### config.mk
export PLATFORM = sky130hd
export DESIGN_NAME = lru_page_replacement
export DESIGN_NICKNAME = d
export VERILOG_FILES = /design/src/hw/rtl/lrup_pkg.sv /design/src/hw/rtl/lrup_frame_mem.sv /design/src/hw/rtl/lru_page_replacement.sv
export VERILOG_INCLUDE_DIRS = /design/src /design/src/hw/rtl
export SDC_FILE = /design/constraint.sdc
export NUM_CORES = 2
export LEC_CHECK = 0
export ABC_AREA = 1
export BUFFER_PORTS_ARGS = -buffer_cell sky130_fd_sc_hd__buf_2
export CORE_AREA = 2 2 373 375
export DETAILED_ROUTE_END_ITERATION = 16
export DIE_AREA = 0 0 375 377
export PLACE_DENSITY = 0.78
export SETUP_SLACK_MARGIN = 0.2
export SLEW_MARGIN = 20
export SYNTH_ARGS = -nofsm -noshare
export SYNTH_HDL_FRONTEND = slang
export SYNTH_SLANG_ARGS = --single-unit
export TNS_END_PERCENT = 100
### constraint.sdc
create_clock -name aclk -period 12.15 [get_ports aclk]
set_input_delay 3.645 -clock aclk [delete_from_list [all_inputs] [get_ports aclk]]
set_output_delay 3.645 -clock aclk [all_outputs]
set_load 0.02 [all_outputs]
### src/hw/rtl/lru_page_replacement_defines.svh
// Assertion macros used by the LRU page replacement RTL.
`ifndef LRU_PAGE_REPLACEMENT_DEFINES_SVH
`define LRU_PAGE_REPLACEMENT_DEFINES_SVH

// Same-cycle implication, sampled on aclk, off during reset.
`define LRUP_ASSERT_NOW(label, ante, cons, msg) \
    label: assert property (@(posedge aclk) disable iff (!aresetn) (ante) |-> (cons)) \
        else $error(msg);

// Next-cycle implication, sampled on aclk, off during reset.
`define LRUP_ASSERT_NEXT(label, ante, cons, msg) \
    label: assert property (@(posedge aclk) disable iff (!aresetn) (ante) |=> (cons)) \
        else $error(msg);

`endif

### src/hw/rtl/lrup_pkg.sv
// Shared constants and command codes for the LRU page replacement block.
package lrup_pkg;

    localparam int FRAMES_DEF    = 64;
    localparam int PAGE_BITS_DEF = 20;

    localparam int CNT_BITS = 32;
    localparam logic [CNT_BITS-1:0] CNT_MAX = {CNT_BITS{1'b1}};

    localparam logic CMD_REF     = 1'b0;
    localparam logic CMD_RESTART = 1'b1;

endpackage

### src/hw/rtl/lrup_frame_mem.sv
// Frame page and recency rank memories with one registered read port.
module lrup_frame_mem #(
    parameter int FRAMES    = lrup_pkg::FRAMES_DEF,
    parameter int PAGE_BITS = lrup_pkg::PAGE_BITS_DEF,
    localparam int IDX_W    = (FRAMES > 1) ? $clog2(FRAMES) : 1
) (
    input  logic                 aclk,
    input  logic                 rd_en,
    input  logic [IDX_W-1:0]     rd_addr,
    output logic [PAGE_BITS-1:0] rd_page,
    output logic [IDX_W-1:0]     rd_rank,
    input  logic [IDX_W-1:0]     wr_addr,
    input  logic                 pg_we,
    input  logic [PAGE_BITS-1:0] pg_wdata,
    input  logic                 rk_we,
    input  logic [IDX_W-1:0]     rk_wdata
);

    logic [PAGE_BITS-1:0] page_mem [FRAMES];
    logic [IDX_W-1:0]     rank_mem [FRAMES];
    logic [PAGE_BITS-1:0] rd_page_reg;
    logic [IDX_W-1:0]     rd_rank_reg;

    always_ff @(posedge aclk) begin
        if (pg_we) begin
            page_mem[wr_addr] <= pg_wdata;
        end
        if (rk_we) begin
            rank_mem[wr_addr] <= rk_wdata;
        end
        if (rd_en) begin
            rd_page_reg <= page_mem[rd_addr];
            rd_rank_reg <= rank_mem[rd_addr];
        end
    end

    assign rd_page = rd_page_reg;
    assign rd_rank = rd_rank_reg;

endmodule

### src/hw/rtl/lru_page_replacement.sv
// LRU page replacement: a reference passes the scan, decide, update and finish states.
// The scan reads one active frame per cycle from the frame memory, then a rank sweep
// reads one frame per cycle over all FRAMES entries and rewrites the ranks that change.
// One item is in work at once; a restart request goes straight to the finish state.
// Reset (aresetn low, synchronous) clears frame valid bits, both counters and the result
// valid flag, and sets frames_in_use to FRAMES; the memories need no clearing pass.
`include "lru_page_replacement_defines.svh"

module lru_page_replacement #(
    parameter int FRAMES    = lrup_pkg::FRAMES_DEF,
    parameter int PAGE_BITS = lrup_pkg::PAGE_BITS_DEF,
    localparam int IDX_W    = (FRAMES > 1) ? $clog2(FRAMES) : 1,
    localparam int CNT_W    = $clog2(FRAMES + 1)
) (
    input  logic                          aclk,
    input  logic                          aresetn,
    input  logic                          cfg_wr_en,
    input  logic [CNT_W-1:0]              cfg_wr_data,
    input  logic                          s_valid,
    output logic                          s_ready,
    input  logic                          s_cmd,
    input  logic [PAGE_BITS-1:0]          s_page_number,
    output logic                          m_valid,
    input  logic                          m_ready,
    output logic                          m_hit,
    output logic [IDX_W-1:0]              m_frame_index,
    output logic                          m_evicted_valid,
    output logic [PAGE_BITS-1:0]          m_evicted_page,
    output logic [lrup_pkg::CNT_BITS-1:0] m_fault_count,
    output logic [lrup_pkg::CNT_BITS-1:0] m_reference_count
);

    typedef enum logic [4:0] {
        ST_IDLE   = 5'b00001,
        ST_SCAN   = 5'b00010,
        ST_DECIDE = 5'b00100,
        ST_UPDATE = 5'b01000,
        ST_FINISH = 5'b10000
    } state_t;

    state_t state_reg, state_next;

    logic [CNT_W-1:0]              fiu_reg, fiu_next;
    logic [CNT_W-1:0]              act_reg, act_next;
    logic [PAGE_BITS-1:0]          page_reg, page_next;
    logic [CNT_W-1:0]              issue_cnt_reg, issue_cnt_next;
    logic                          pend_reg, pend_next;
    logic                          pend_last_reg, pend_last_next;
    logic [IDX_W-1:0]              pend_idx_reg, pend_idx_next;
    logic                          hit_found_reg, hit_found_next;
    logic [IDX_W-1:0]              hit_idx_reg, hit_idx_next;
    logic [IDX_W-1:0]              hit_rank_reg, hit_rank_next;
    logic                          empty_found_reg, empty_found_next;
    logic [IDX_W-1:0]              empty_idx_reg, empty_idx_next;
    logic [IDX_W-1:0]              max_idx_reg, max_idx_next;
    logic [IDX_W-1:0]              max_rank_reg, max_rank_next;
    logic [PAGE_BITS-1:0]          max_page_reg, max_page_next;
    logic [IDX_W-1:0]              chosen_reg, chosen_next;
    logic [IDX_W-1:0]              limit_reg, limit_next;
    logic                          fill_reg, fill_next;
    logic                          ev_valid_reg, ev_valid_next;
    logic [PAGE_BITS-1:0]          ev_page_reg, ev_page_next;
    logic [FRAMES-1:0]             valid_reg, valid_next;
    logic [lrup_pkg::CNT_BITS-1:0] faults_reg, faults_next;
    logic [lrup_pkg::CNT_BITS-1:0] refs_reg, refs_next;
    logic                          m_valid_reg, m_valid_next;
    logic                          m_hit_reg, m_hit_next;
    logic [IDX_W-1:0]              m_idx_reg, m_idx_next;
    logic                          m_ev_valid_reg, m_ev_valid_next;
    logic [PAGE_BITS-1:0]          m_ev_page_reg, m_ev_page_next;
    logic [lrup_pkg::CNT_BITS-1:0] m_faults_reg, m_faults_next;
    logic [lrup_pkg::CNT_BITS-1:0] m_refs_reg, m_refs_next;

    logic                 rd_en;
    logic [IDX_W-1:0]     rd_addr;
    logic [PAGE_BITS-1:0] rd_page;
    logic [IDX_W-1:0]     rd_rank;
    logic [IDX_W-1:0]     wr_addr;
    logic                 pg_we;
    logic                 rk_we;
    logic [IDX_W-1:0]     rk_wdata;

    logic [CNT_W-1:0] act_clamp;
    logic [CNT_W-1:0] lim;
    logic             issuing;
    logic             cur_valid;
    logic [IDX_W-1:0] cmp_ref;
    logic             rank_gt;
    logic             rank_lt;
    logic             s_fire;

    logic                          evicting;
    logic                          ref_fire;
    logic [lrup_pkg::CNT_BITS-1:0] refs_inc;

    lrup_frame_mem #(
        .FRAMES    (FRAMES),
        .PAGE_BITS (PAGE_BITS)
    ) u_mem (
        .aclk     (aclk),
        .rd_en    (rd_en),
        .rd_addr  (rd_addr),
        .rd_page  (rd_page),
        .rd_rank  (rd_rank),
        .wr_addr  (wr_addr),
        .pg_we    (pg_we),
        .pg_wdata (page_reg),
        .rk_we    (rk_we),
        .rk_wdata (rk_wdata)
    );

    assign s_ready = (state_reg == ST_IDLE);
    assign s_fire  = s_valid && s_ready;

    assign act_clamp = (fiu_reg == '0) ? CNT_W'(1) :
                       (fiu_reg > CNT_W'(FRAMES)) ? CNT_W'(FRAMES) : fiu_reg;

    assign lim     = (state_reg == ST_SCAN) ? act_reg : CNT_W'(FRAMES);
    assign issuing = ((state_reg == ST_SCAN) || (state_reg == ST_UPDATE)) &&
                     (issue_cnt_reg < lim);
    assign rd_en   = issuing;
    assign rd_addr = issue_cnt_reg[IDX_W-1:0];

    assign cur_valid = valid_reg[pend_idx_reg];

    // shared rank comparator
    assign cmp_ref = (state_reg == ST_SCAN) ? max_rank_reg : limit_reg;
    assign rank_gt = rd_rank > cmp_ref;
    assign rank_lt = rd_rank < cmp_ref;

    always_comb begin
        state_next       = state_reg;
        fiu_next         = fiu_reg;
        act_next         = act_reg;
        page_next        = page_reg;
        issue_cnt_next   = issue_cnt_reg;
        pend_next        = issuing;
        pend_last_next   = issuing && (issue_cnt_reg == CNT_W'(lim - CNT_W'(1)));
        pend_idx_next    = rd_addr;
        hit_found_next   = hit_found_reg;
        hit_idx_next     = hit_idx_reg;
        hit_rank_next    = hit_rank_reg;
        empty_found_next = empty_found_reg;
        empty_idx_next   = empty_idx_reg;
        max_idx_next     = max_idx_reg;
        max_rank_next    = max_rank_reg;
        max_page_next    = max_page_reg;
        chosen_next      = chosen_reg;
        limit_next       = limit_reg;
        fill_next        = fill_reg;
        ev_valid_next    = ev_valid_reg;
        ev_page_next     = ev_page_reg;
        valid_next       = valid_reg;
        faults_next      = faults_reg;
        refs_next        = refs_reg;
        m_valid_next     = m_valid_reg && !m_ready;
        m_hit_next       = m_hit_reg;
        m_idx_next       = m_idx_reg;
        m_ev_valid_next  = m_ev_valid_reg;
        m_ev_page_next   = m_ev_page_reg;
        m_faults_next    = m_faults_reg;
        m_refs_next      = m_refs_reg;
        wr_addr          = pend_idx_reg;
        pg_we            = 1'b0;
        rk_we            = 1'b0;
        rk_wdata         = '0;

        if (issuing) begin
            issue_cnt_next = issue_cnt_reg + CNT_W'(1);
        end

        if (cfg_wr_en) begin
            fiu_next = cfg_wr_data;
        end

        case (state_reg)
            ST_IDLE: begin
                if (s_fire) begin
                    hit_found_next   = 1'b0;
                    empty_found_next = 1'b0;
                    chosen_next      = '0;
                    ev_valid_next    = 1'b0;
                    ev_page_next     = '0;
                    issue_cnt_next   = '0;
                    if (s_cmd == lrup_pkg::CMD_RESTART) begin
                        valid_next  = '0;
                        faults_next = '0;
                        refs_next   = '0;
                        state_next  = ST_FINISH;
                    end else begin
                        page_next  = s_page_number;
                        act_next   = act_clamp;
                        refs_next  = (refs_reg == lrup_pkg::CNT_MAX) ? refs_reg :
                                     refs_reg + lrup_pkg::CNT_BITS'(1);
                        state_next = ST_SCAN;
                    end
                end
            end
            ST_SCAN: begin
                if (pend_reg) begin
                    if (!hit_found_reg && cur_valid && (rd_page == page_reg)) begin
                        hit_found_next = 1'b1;
                        hit_idx_next   = pend_idx_reg;
                        hit_rank_next  = rd_rank;
                    end
                    if (!empty_found_reg && !cur_valid) begin
                        empty_found_next = 1'b1;
                        empty_idx_next   = pend_idx_reg;
                    end
                    if ((pend_idx_reg == '0) || rank_gt) begin
                        max_idx_next  = pend_idx_reg;
                        max_rank_next = rd_rank;
                        max_page_next = rd_page;
                    end
                    if (pend_last_reg) begin
                        state_next = ST_DECIDE;
                    end
                end
            end
            ST_DECIDE: begin
                issue_cnt_next = '0;
                state_next     = ST_UPDATE;
                if (hit_found_reg) begin
                    chosen_next = hit_idx_reg;
                    limit_next  = hit_rank_reg;
                    fill_next   = 1'b0;
                end else begin
                    faults_next = (faults_reg == lrup_pkg::CNT_MAX) ? faults_reg :
                                  faults_reg + lrup_pkg::CNT_BITS'(1);
                    pg_we       = 1'b1;
                    if (empty_found_reg) begin
                        chosen_next               = empty_idx_reg;
                        fill_next                 = 1'b1;
                        valid_next[empty_idx_reg] = 1'b1;
                        wr_addr                   = empty_idx_reg;
                    end else begin
                        chosen_next   = max_idx_reg;
                        limit_next    = max_rank_reg;
                        fill_next     = 1'b0;
                        ev_valid_next = 1'b1;
                        ev_page_next  = max_page_reg;
                        wr_addr       = max_idx_reg;
                    end
                end
            end
            ST_UPDATE: begin
                if (pend_reg) begin
                    if (pend_idx_reg == chosen_reg) begin
                        rk_we    = 1'b1;
                        rk_wdata = '0;
                    end else if (cur_valid && (fill_reg || rank_lt)) begin
                        rk_we    = 1'b1;
                        rk_wdata = rd_rank + IDX_W'(1);
                    end
                    if (pend_last_reg) begin
                        state_next = ST_FINISH;
                    end
                end
            end
            ST_FINISH: begin
                if (!m_valid_reg || m_ready) begin
                    m_valid_next    = 1'b1;
                    m_hit_next      = hit_found_reg;
                    m_idx_next      = chosen_reg;
                    m_ev_valid_next = ev_valid_reg;
                    m_ev_page_next  = ev_page_reg;
                    m_faults_next   = faults_reg;
                    m_refs_next     = refs_reg;
                    state_next      = ST_IDLE;
                end
            end
            default: begin
                state_next = ST_IDLE;
            end
        endcase
    end

    always_ff @(posedge aclk) begin
        if (!aresetn) begin
            state_reg     <= ST_IDLE;
            fiu_reg       <= CNT_W'(FRAMES);
            valid_reg     <= '0;
            faults_reg    <= '0;
            refs_reg      <= '0;
            m_valid_reg   <= 1'b0;
            pend_reg      <= 1'b0;
            pend_last_reg <= 1'b0;
        end else begin
            state_reg     <= state_next;
            fiu_reg       <= fiu_next;
            valid_reg     <= valid_next;
            faults_reg    <= faults_next;
            refs_reg      <= refs_next;
            m_valid_reg   <= m_valid_next;
            pend_reg      <= pend_next;
            pend_last_reg <= pend_last_next;
        end
    end

    always_ff @(posedge aclk) begin
        act_reg         <= act_next;
        page_reg        <= page_next;
        issue_cnt_reg   <= issue_cnt_next;
        pend_idx_reg    <= pend_idx_next;
        hit_found_reg   <= hit_found_next;
        hit_idx_reg     <= hit_idx_next;
        hit_rank_reg    <= hit_rank_next;
        empty_found_reg <= empty_found_next;
        empty_idx_reg   <= empty_idx_next;
        max_idx_reg     <= max_idx_next;
        max_rank_reg    <= max_rank_next;
        max_page_reg    <= max_page_next;
        chosen_reg      <= chosen_next;
        limit_reg       <= limit_next;
        fill_reg        <= fill_next;
        ev_valid_reg    <= ev_valid_next;
        ev_page_reg     <= ev_page_next;
        m_hit_reg       <= m_hit_next;
        m_idx_reg       <= m_idx_next;
        m_ev_valid_reg  <= m_ev_valid_next;
        m_ev_page_reg   <= m_ev_page_next;
        m_faults_reg    <= m_faults_next;
        m_refs_reg      <= m_refs_next;
    end

    assign m_valid           = m_valid_reg;
    assign m_hit             = m_hit_reg;
    assign m_frame_index     = m_idx_reg;
    assign m_evicted_valid   = m_ev_valid_reg;
    assign m_evicted_page    = m_ev_page_reg;
    assign m_fault_count     = m_faults_reg;
    assign m_reference_count = m_refs_reg;

    assign evicting = (state_reg == ST_UPDATE) && ev_valid_reg;
    assign ref_fire = s_fire && (s_cmd == lrup_pkg::CMD_REF) && (refs_reg != lrup_pkg::CNT_MAX);
    assign refs_inc = refs_reg + lrup_pkg::CNT_BITS'(1);

    `LRUP_ASSERT_NOW(a_scan_in_range, state_reg == ST_SCAN, issue_cnt_reg <= act_reg, "scan overran")
    `LRUP_ASSERT_NOW(a_evict_only_full, evicting, !(empty_found_reg || hit_found_reg), "bad evict")
    `LRUP_ASSERT_NOW(a_hit_no_evict, m_valid, !(m_hit && m_evicted_valid), "hit with eviction")
    `LRUP_ASSERT_NEXT(a_ref_count, ref_fire, refs_reg == $past(refs_inc), "count stuck")

endmodule
==> results.toml <==
[grt]
antenna_found_initial = 3
overflow = 0
grt_pass1_wl_um = 327400
grt_pass1_vias = 53130
grt_max_degree = 203
track_usage = 0.3090

[setup_path]
reg2reg_from = "pend_idx_reg[1]$_DFF_P_"
r2r_setup_slack_ns = 7.18
reg2regPathDepth = 11
critPathKind = "reg -> out"
r2r-end = "u_mem.rank_mem[62][3]$_DFFE_PP_"
critPathRequiredTime_ns = 8.50
startpoint_type = "flop"
critPathCaptureType = "output pin"
worstPathMaxFanout = 6
cp.arrival_ns = 2.14

[finish]
largest_reg_flops = 1280
layout_common_cells = "edfxtp_1, nor2_1, o21ai_0, nand2_1, nand3_1"
fin_util = 0.6613
layout-drive-gt1-share = 0.09724
nNetsFinal = 6774
n_fill_cell = 9350
final_common_cell = "edfxtp_1"
areaGrowthSynthToFinish_pct = 10.75
fin_cells = 8689

[synth]
synth_edf_count = 1895
async_reset_ff_frac = 0
synth_seq_area_share = 0.7339
synth-seq-cells = 2051
syn_area_per_cell_um2 = 12.24
yosys_warnings = 0
syn-cell-area_um2 = 81790
syn_inst = 6683
synthDistinctLibCells = 48
synthesis.nets = 6734
synthFlopType = "edfxtp_1"

[drt]
post_drt_wl_per_cell_um = 25.53
drt-total-wl_um = 221800
ant_nets = 0
via_per_inst = 6.435
vias = 55920
drc = 0
drt-pass1-iter-count = 9
drtIter0Drc = 8821

[cts]
root_buffer = "clkbuf_16"
cts_max_level = 4
post_cts_buffers = 0
cts_tree = "done"
clk_path_buf_depth = 3
clk_pin_slew_ns = 0.06
postCtsHoldBufs = 0
clk_latency_ns = 0.84
numCtsBuffers = 196
cts.repair.resized = 0
cts_sinks = 2051

[die]
core_um2 = 137000
start_util = 0.5971
dieWidth_um = 375
fp.dieH_um = 377
die-area_um2 = 141400
num_rows = 136
ios = 127

[power]
p_int_mw = 11.33
vdd_drop_max_uv = 126.9
power_frac_seq = 0.525
power_frac_comb = 0.073
power.leakage_nw = 28.48
p_per_area_nw_per_um2 = 163.6
switchingPower_mw = 3.489
clkPwrFrac = 0.402
p_sw_frac = 0.2354
power.total_mw = 14.82

[timing]
fin_crit_ns = 5.783
finalSetupTns_ns = 0
setup_slack_ns = 6.367
rsz0062_at_grt = "no"
drv_slew = 0
slew_headroom = 0.1941
finalClockSkew_ns = 0.03654
period_share = 0.4759
setup_violations = 0
fmax_mhz = 172.9
hold_viol = 0
tightestPinTransition_ns = 1.200

[run]
max-cap-violations = 0

[min_path]
worstHoldStart = "ev_page_reg[15]$_SDFFCE_PN0P_"
hp-class = "reg -> reg"
whs_endpoint = "m_evicted_page[15]$_DFFE_PP_"
holdPathStages = 0

[placement]
io_buffers = 126
preCtsSetupSlack_ns = 6.067
detailed_place_hpwl_um = 126500
placed_cells_incl_taps = 8318
gp_congestion = 0.9436

[run_status]
outcome = "complete, no violations"
[logic make-up after synthesis]
kind of cell | synth area share
compound gates | 0.1084
fa+ha+maj | 0.002754
buf+inv | 0.03096
xor+xnor | 0.006425
flops | 0.7339
simple gates | 0.1174
mux | 0.0001224
[worst max-delay path: stages (launching register included)]
cell     delay [ns]
dfxtp_1        0.35
nor2_1         0.21
nand4_1        0.28
inv_1          0.27
buf_2          0.21
[metrics by stage]
step           area (um^2)  hold WS (ns)
6_report             90580        0.4162
5_1_grt              90570        0.4238
4_1_cts              90540        0.4200
3_5_place_dp         84300        0.4045
3_3_place_gp         84270        0.4033
2_1_floorplan        81790        0.3519
[synth_stat cells (2+ instances only)]
library cell | number | share of area
a211oi_1 | 2 | 0.00018
a21o_1 | 3 | 0.00028
a21oi_1 | 204 | 0.012
buf_1 | 21 | 0.00096
buf_2 | 90 | 0.0055
buf_4 | 5 | 0.00046
buf_6 | 2 | 0.00028
clkbuf_1 | 296 | 0.014
clkinv_1 | 6 | 0.00028
dfxtp_1 | 156 | 0.038
edfxtp_1 | 1895 | 0.70
ha_1 | 18 | 0.0028
inv_1 | 200 | 0.0092
inv_2 | 11 | 0.00050
inv_4 | 2 | 0.00015
nand2_1 | 672 | 0.031
nand2_2 | 2 | 0.00015
nand3_1 | 339 | 0.021
nand3b_1 | 2 | 0.00018
nand4_1 | 34 | 0.0026
nor2_1 | 1212 | 0.056
nor2_2 | 15 | 0.0011
nor2_4 | 5 | 0.00069
nor3_1 | 56 | 0.0034
nor3_4 | 3 | 0.00060
nor3b_1 | 3 | 0.00028
nor4_1 | 3 | 0.00023
o211ai_1 | 87 | 0.0080
o21ai_0 | 895 | 0.055
o21ai_2 | 5 | 0.00054
o221ai_1 | 122 | 0.013
o22ai_1 | 241 | 0.018
or2_2 | 3 | 0.00023
xnor2_1 | 30 | 0.0032
xor2_1 | 30 | 0.0032
[worst max-delay path by stage]
stage	start	end	slack, ns	cells after the start
global placement	s_cmd	faults_reg[5]$_SDFFE_PN0P_	6.09	8
global route	state_reg[2]$_SDFFE_PN0P_	s_ready	6.29	4
detailed placement	s_cmd	faults_reg[11]$_SDFFE_PN0P_	6.07	7
CTS	state_reg[2]$_SDFFE_PN0P_	s_ready	6.37	4
floorplan	m_ready	m_evicted_page[0]$_DFFE_PP_	3.42	2
finish	state_reg[2]$_SDFFE_PN0P_	s_ready	6.37	4
[routing by layer]
layer	wire, um	up-vias	GRT usage	part of all wire
li1	-	24350	-	-
met1	78260	27100	0.3964	0.35
met2	103700	3796	0.4885	0.47
met3	25910	674	0.06723	0.12
met4	14010	0	0.1831	0.063
met5	0	-	0	0
[area by class of cell]
| cell class | instances | area (um^2) | share of cell area |
|---|---|---|---|
| sequential | 2051 | 60040 | 0.6628 |
| multi-input combinational | 3998 | 19520 | 0.2155 |
| clock buffer | 247 | 5230 | 0.05774 |
| tap | 1794 | 2245 | 0.02478 |
| timing repair buffer | 256 | 1668 | 0.01841 |
| clock inverter | 118 | 1012 | 0.01117 |
| inverter | 220 | 853.3 | 0.009420 |
| antenna | 5 | 12.51 | 0.0001381 |
[power groups by stage]
stage	registers (mW)	clock network, mW	logic, mW
floorplan	7.95	0	0.649
global placement	7.93	0	1.01
detailed placement	7.93	0	1.05
CTS	7.78	5.98	1.05
global route	7.78	6.24	1.16
finish	7.78	5.95	1.09
No activity file was read; power rests on OpenSTA's default activity.
